`src/hw/rtl/ksbxc_pkg.sv`:
```
`timescale 1ns / 1ps
// ----------------------------------------------------------------------------
// Keyed stream byte XOR cipher package
// Shared widths, register indexes and key constants of the cipher core.
// ----------------------------------------------------------------------------
package ksbxc_pkg;

    // Field and register widths.
    localparam int DataWidth   = 8;
    localparam int PosWidth    = 64;
    localparam int KeyRegWidth = 64;
    localparam int CfgIdxWidth = 3;
    localparam int FileIdxWidth = 5;

    // The file key has sixteen programmable bytes and a fixed last byte.
    localparam int unsigned FileKeyLen = 17;
    localparam logic [DataWidth-1:0] FileKeyLast = 8'h6B;

    // Configuration register indexes.
    typedef enum logic [CfgIdxWidth-1:0] {
        REG_SLOT_KEY_LOW  = 3'd0,
        REG_SLOT_KEY_HIGH = 3'd1,
        REG_FILE_KEY_LOW  = 3'd2,
        REG_FILE_KEY_HIGH = 3'd3,
        REG_DECRYPT_MODE  = 3'd4
    } cfg_index_t;

endpackage : ksbxc_pkg

```
`src/hw/rtl/keyed_stream_byte_xor_cipher_core.sv`:
```
`timescale 1ns / 1ps
// ----------------------------------------------------------------------------
// Keyed stream byte XOR cipher core
// Transforms one byte per transfer with position-dependent slot, file and
// offset keys, in encrypt or decrypt order.
// ----------------------------------------------------------------------------
// Throughput is one byte per clock cycle while the output is not stalled.
// Each input is captured in an input register together with a partial byte
// sum of its start offset; the processing stage then resolves the run
// position and the position mod 17 file index, selects the three key bytes,
// applies the cipher steps and loads the output register. The position and
// file index counters advance in that same stage, once per byte. The user
// must write key and mode registers through the cfg port only while no byte
// is in flight; the core does not enforce this. Decrypt order is set by reset.
module keyed_stream_byte_xor_cipher_core (
    input  logic                                clk,
    input  logic                                rst_n,
    // Configuration write port.
    input  logic                                cfg_wr_en,
    input  logic [ksbxc_pkg::CfgIdxWidth-1:0]   cfg_addr,
    input  logic [ksbxc_pkg::KeyRegWidth-1:0]   cfg_wdata,
    // Input stream.
    input  logic                                s_tvalid,
    output logic                                s_tready,
    input  logic [71:0]                         s_tdata,  // [7:0] data_in, [71:8] start_offset
    input  logic                                s_tuser,  // [0] start_req
    // Output stream.
    output logic                                m_tvalid,
    input  logic                                m_tready,
    output logic [7:0]                          m_tdata   // [7:0] data_out
);
    import ksbxc_pkg::*;

    // Configuration registers.
    logic [KeyRegWidth-1:0] slot_key_low_reg;
    logic [KeyRegWidth-1:0] slot_key_high_reg;
    logic [KeyRegWidth-1:0] file_key_low_reg;
    logic [KeyRegWidth-1:0] file_key_high_reg;
    logic                   decrypt_mode_reg;

    // Input stage.
    logic                   in_valid_reg;
    logic [DataWidth-1:0]   in_data_reg;
    logic                   in_start_reg;
    logic [PosWidth-1:0]    in_offset_reg;
    logic [10:0]            in_bsum_reg;
    logic [10:0]            bsum_next;

    // Run state.
    logic [PosWidth-1:0]     position_reg;
    logic [FileIdxWidth-1:0] file_index_reg;

    // Output stage.
    logic                   out_valid_reg;
    logic [DataWidth-1:0]   out_data_reg;
    logic [DataWidth-1:0]   out_data_next;

    // Datapath signals.
    logic                    s_xfer;
    logic                    proc_en;
    logic [8:0]              fold_sum;
    logic signed [5:0]       mod_diff;
    logic [FileIdxWidth-1:0] offset_mod;
    logic [PosWidth-1:0]     cur_pos;
    logic [FileIdxWidth-1:0] cur_fidx;
    logic [DataWidth-1:0]    off_key;
    logic [DataWidth-1:0]    slot_byte;
    logic [DataWidth-1:0]    file_byte;
    logic [127:0]            slot_bytes;
    logic [127:0]            file_bytes;
    logic [DataWidth-1:0]    enc_mix;
    logic [DataWidth-1:0]    dec_mix;
    logic [DataWidth-1:0]    enc_fold;
    logic [DataWidth-1:0]    dec_fold;

    // Handshake: the processing stage moves when the output register is free.
    assign proc_en  = in_valid_reg && (!out_valid_reg || m_tready);
    assign s_tready = !in_valid_reg || proc_en;
    assign s_xfer   = s_tvalid && s_tready;

    // Configuration writes; unknown indexes are ignored.
    always_ff @(posedge clk or negedge rst_n)
    begin
        if (!rst_n)
        begin
            slot_key_low_reg  <= '0;
            slot_key_high_reg <= '0;
            file_key_low_reg  <= '0;
            file_key_high_reg <= '0;
            decrypt_mode_reg  <= 1'b1;
        end
        else if (cfg_wr_en)
        begin
            unique case (cfg_addr)
                REG_SLOT_KEY_LOW:  slot_key_low_reg  <= cfg_wdata;
                REG_SLOT_KEY_HIGH: slot_key_high_reg <= cfg_wdata;
                REG_FILE_KEY_LOW:  file_key_low_reg  <= cfg_wdata;
                REG_FILE_KEY_HIGH: file_key_high_reg <= cfg_wdata;
                REG_DECRYPT_MODE:  decrypt_mode_reg  <= cfg_wdata[0];
                default:           ;
            endcase
        end
    end

    // Since 256 is 1 mod 17, the byte sum of the offset keeps its residue.
    always_comb
    begin
        bsum_next = '0;
        for (int i = 0; i < PosWidth / 8; i++)
        begin
            bsum_next = bsum_next + {3'b000, s_tdata[8 + 8*i +: 8]};
        end
    end

    // Input register.
    always_ff @(posedge clk or negedge rst_n)
    begin
        if (!rst_n)
        begin
            in_valid_reg <= 1'b0;
        end
        else if (s_tready)
        begin
            in_valid_reg <= s_tvalid;
        end
    end

    always_ff @(posedge clk)
    begin
        if (s_xfer)
        begin
            in_data_reg   <= s_tdata[7:0];
            in_offset_reg <= s_tdata[71:8];
            in_start_reg  <= s_tuser;
            in_bsum_reg   <= bsum_next;
        end
    end

    // Finish the mod 17 reduction: fold once more by 256, then use 16 = -1.
    assign fold_sum = {1'b0, in_bsum_reg[7:0]} + {6'b0, in_bsum_reg[10:8]};
    assign mod_diff = $signed({2'b00, fold_sum[3:0]}) - $signed({1'b0, fold_sum[8:4]});
    always_comb
    begin
        if (mod_diff < 0)
        begin
            offset_mod = FileIdxWidth'(mod_diff + 6'sd17);
        end
        else
        begin
            offset_mod = FileIdxWidth'(mod_diff);
        end
    end

    // A start transfer reloads the run position; otherwise the counters go on.
    assign cur_pos  = in_start_reg ? in_offset_reg : position_reg;
    assign cur_fidx = in_start_reg ? offset_mod : file_index_reg;

    // Key byte selection.
    assign slot_bytes = {slot_key_high_reg, slot_key_low_reg};
    assign file_bytes = {file_key_high_reg, file_key_low_reg};
    assign off_key    = cur_pos[7:0] ^ cur_pos[15:8] ^ cur_pos[23:16] ^ cur_pos[31:24];
    assign slot_byte  = slot_bytes[8*cur_pos[3:0] +: 8];
    assign file_byte  = (cur_fidx == FileIdxWidth'(FileKeyLen - 1)) ?
                        FileKeyLast : file_bytes[8*cur_fidx[3:0] +: 8];

    // Cipher steps: the nibble fold sits between the key XORs in either order.
    assign enc_mix  = in_data_reg ^ off_key ^ slot_byte;
    assign enc_fold = enc_mix ^ {enc_mix[3:0], 4'b0000};
    assign dec_mix  = in_data_reg ^ file_byte;
    assign dec_fold = dec_mix ^ {dec_mix[3:0], 4'b0000};
    assign out_data_next = decrypt_mode_reg ? (dec_fold ^ slot_byte ^ off_key)
                                            : (enc_fold ^ file_byte);

    // Run state advances once per processed byte.
    always_ff @(posedge clk or negedge rst_n)
    begin
        if (!rst_n)
        begin
            position_reg   <= '0;
            file_index_reg <= '0;
        end
        else if (proc_en)
        begin
            position_reg <= cur_pos + PosWidth'(1);
            if (cur_fidx >= FileIdxWidth'(FileKeyLen - 1))
            begin
                file_index_reg <= '0;
            end
            else
            begin
                file_index_reg <= cur_fidx + FileIdxWidth'(1);
            end
        end
    end

    // Output register.
    always_ff @(posedge clk or negedge rst_n)
    begin
        if (!rst_n)
        begin
            out_valid_reg <= 1'b0;
        end
        else if (!out_valid_reg || m_tready)
        begin
            out_valid_reg <= in_valid_reg;
        end
    end

    always_ff @(posedge clk)
    begin
        if (proc_en)
        begin
            out_data_reg <= out_data_next;
        end
    end

    assign m_tvalid = out_valid_reg;
    assign m_tdata  = out_data_reg;

endmodule : keyed_stream_byte_xor_cipher_core

```
`config.mk`:
```
export PLATFORM = sky130hd
export DESIGN_NAME = keyed_stream_byte_xor_cipher_core
export DESIGN_NICKNAME = d
export VERILOG_FILES = /design/src/hw/rtl/ksbxc_pkg.sv /design/src/hw/rtl/keyed_stream_byte_xor_cipher_core.sv
export SDC_FILE = /design/constraint.sdc
export NUM_CORES = 1
export LEC_CHECK = 0
export BUFFER_PORTS_ARGS = -buffer_cell sky130_fd_sc_hd__buf_2
export CELL_PAD_IN_SITES_DETAIL_PLACEMENT = 0
export CELL_PAD_IN_SITES_GLOBAL_PLACEMENT = 1
export CORE_ASPECT_RATIO = 1.2
export CORE_MARGIN = 2
export CORE_UTILIZATION = 53
export CTS_CLUSTER_DIAMETER = 30
export DETAILED_ROUTE_END_ITERATION = 10
export HOLD_SLACK_MARGIN = 0.05
export PLACE_DENSITY_LB_ADDON = 0.1
export SETUP_SLACK_MARGIN = 0.15
export SLEW_MARGIN = 10
export SYNTH_ARGS = -nofsm -noshare
export SYNTH_HDL_FRONTEND = slang
export SYNTH_SLANG_ARGS = --single-unit
```
`constraint.sdc`:
```
create_clock -name clk -period 8.8 [get_ports clk]
set_clock_uncertainty 0.1 [all_clocks]
set_input_delay 0.88 -clock clk [delete_from_list [all_inputs] [get_ports clk]]
set_output_delay 0.88 -clock clk [all_outputs]
set_load 0.02 [all_outputs]
```
==> results.cfg <==
[run_status]
status = finished clean

[cts]
cts_buffer_depth = 3
numClockSinks = 356
cts_resized = 0
cts_buffers = 75
clk_pin_slew_ps = 60
clock-root-buffer = clkbuf_16
clock_tree_from_tritoncts = yes
cts_post_setup_buffers_inserted = 0
clkLatencyLatePin_ps = 600
number_of_buffers_inserted_for_hold_repair_after_clock_tree_synthesis = 0
cts_max_level = 3

[logic_synthesis]
avgSynthCellArea_um2 = 11.72
post_synth_arst_share_pct = 83.15
synth_top_cell_area_share_pct = 37.60
synth_enable_flop_cells = 60
netlist_instances = 1676
synthMostInstantiatedCell = dfrtp_1
synthDominantAreaCellType = dfrtp_1
count_of_distinct_cell_types_in_the_synthesized_netlist = 83
synthesis.nets = 1893
synthTopCellsByArea = dfrtp_1 38%, mux2_2 15%, edfxtp_1 9.2%, fa_1 5.0%, mux2i_1 3.8%
yosys_most_used_dff = dfrtp_1
ys_top_cells_by_count = 295 x dfrtp_1, 264 x mux2_2, 199 x nand2_1
sequential_to_total_area_share_from_yosys_stat_pct = 46.91
ys_warn_count = 0
ys_seq_elements = 356
netlist_area_um2 = 19640

[sta]
final.setup.tns_ps = 0
final_report_setup_violation_count = 0
maxSlewViolCount = 0
portion_of_the_clock_cycle_consumed_by_the_worst_path_in_the_final_layout_pct = 65.54
max_slew_margin_pct = 23.88
hold_ws_ps = 294.6
layout_min_cycle_time_ps = 5768
maxClockFrequency_ghz = 0.1734
rsz0062_at_grt = false
worst_slew_pin_slew_ps = 1135
finalHoldViolations = 0

[route]
drc = 0
vias_per_cell = 5.736
postRouteAntennaNets = 0
met1_length_um = 21850
wirelength_um = 51020
avgRoutedWirePerCell_um = 21.53
drtPass1Iterations = 5
drt_iter0_markers = 842
maxUsedRoutingLayer = met4
wl_met3_um = 2364
vias = 13600
met2_wirelength_um = 25100

[final_layout]
layout.nets = 2053
insertedDiodeCount = 0
final_cells = 2370
post_route_cells_drive_above_1_share_pct = 32.91
syn2layout_area_growth_pct = 18.95
layout.cell_area.non_filler_um2 = 23360

[power]
power.total_uw = 10560
peakVddDrop_mv = 0.4368
power_per_cell_area_nw_per_um2 = 452.2
leakage_uw = 0.01014

[grt]
grt_max_degree = 124
grt_antenna_before_repair = 1
global_route.overflow_total = 0
global_route_wire_length_before_repair_um = 80720
grt_pass1_vias = 14080
groute.usage.overall_pct = 26.90

[setup_path]
timing.critical_path.buf_inv = 3
worstSetupStartpointType = flop
endpoint_kind = flop
crit_fanout = 49
setup.reg_to_reg.worst_slack_ps = 3030
worst-setup-path-type = reg2reg
reg2reg_from = in_bsum_reg[0]
reg2regPathDepth = 21
worst_path_cell_chain = ha_1 -> fa_1 -> a21o_1 -> nand2_1 -> xnor2_1 -> ha_1 -> fa_1 -> inv_1 -> ha_1 -> nand2_1 -> o221ai_4 -> buf_4 -> inv_2 -> ha_1 -> o21ai_0 -> a211oi_2 -> nor4_1 -> a32oi_1 -> xor2_1 -> a21oi_1 -> xnor2_1
cp_data_arrival_time_ps = 6000
r2r_end = m_tdata[4]
worst_path_max_delay_cell = buf_4
critical_path_s_largest_stage_delay_ps = 590
crit_path_frequent_cell = ha_1
timing.critical_path.required_ps = 9030
cpLargestDelayFamily = adder cells

[hold_path]
hold_class = in2async

[placed_design]
dp.cells = 2233
numPortBuffers = 154
detailed_place.area_um2 = 20730
detailed_place_hpwl_um = 34760
finalWeightedCongestion = 0.8318

[floorplanning]
die_area_um2 = 38610
floorplan.initialDensity_pct = 53.49
design.core.area_um2 = 36710
die_width_um = 179.7
chipHeight_um = 214.8
rows = 77
top_level_ports = 155

[run]
timing.max_cap.violations = 0
worst max-delay path by stage:
stage	slack (ps)	to	startpoint	cells after the start
floorplan	4060	m_tdata[4]	in_bsum_reg[0]	23
detailed placement	3070	m_tdata[4]	in_bsum_reg[0]	21
global placement	3170	m_tdata[4]	in_bsum_reg[0]	21
CTS	3000	m_tdata[4]	in_bsum_reg[0]	21
global route	2510	m_tdata[4]	in_bsum_reg[0]	21
finish	3030	m_tdata[4]	in_bsum_reg[0]	21
layout make-up:
class | instances | area, um^2
clock buffers | 88 | 2006
clock inverters | 49 | 615.6
fillers | 2918 | 13350
inverters | 86 | 322.8
multi-input cells | 1141 | 9663
flip-flops and latches | 356 | 9210
well taps | 474 | 593.1
repair buffers | 176 | 945.9
placed cells by master (no fill, tap or decap), types with 8 or more instances in the layout:
cell	instances
dfrtp_1	295
mux2_2	264
nand2_1	199
buf_2	153
inv_1	83
clkbuf_16	75
mux2i_1	73
xnor2_1	71
edfxtp_1	60
o21ai_0	58
a21oi_1	49
fa_1	49
xor2_1	42
nor2_1	40
and3_1	38
nor3_1	23
ha_1	23
nand3_1	22
buf_4	22
a311oi_1	21
a31oi_1	16
a22oi_1	14
clkinv_2	13
clkinvlp_4	11
mux4_2	10
bufinv_16	9
clkbuf_8	8
power by group:
part | internal [uW] | total [uW] | switching (uW) | leakage (uW)
combinational | 2210 | 5270 | 3060 | 0.00475
clock | 1910 | 2870 | 961 | 0.00126
sequential | 2160 | 2420 | 264 | 0.00414
routing by layer:
| metal | up-vias | track usage (%) |
|---|---|---|
| met4 | 0 | 10.41 |
| li1 | 6268 | - |
| met2 | 362 | 44.70 |
| met3 | 82 | 4.626 |
| met1 | 6883 | 35.35 |
| met5 | - | 0 |
cells by family (layout without fill, tap and decap cells):
kind of cell / count (synthesis) / after routing / share of synthesized area (%)
buf+inv: 179 / 399 / 4.193
compound gates: 226 / 226 / 7.908
fa+ha+maj: 72 / 72 / 6.461
mux: 352 / 352 / 20.37
simple gates: 377 / 377 / 9.042
xor+xnor: 114 / 114 / 5.123
flops: 356 / 356 / 46.91
through the flow:
stage               utilization, %  setup WS, ps
floorplan                        -          4057
CTS                          63.63          3004
finish                       63.63          3032
detailed placement           56.49          3067
global route                 63.63          2507
global placement             56.49          3170
No activity file was read; power rests on OpenSTA's default activity.
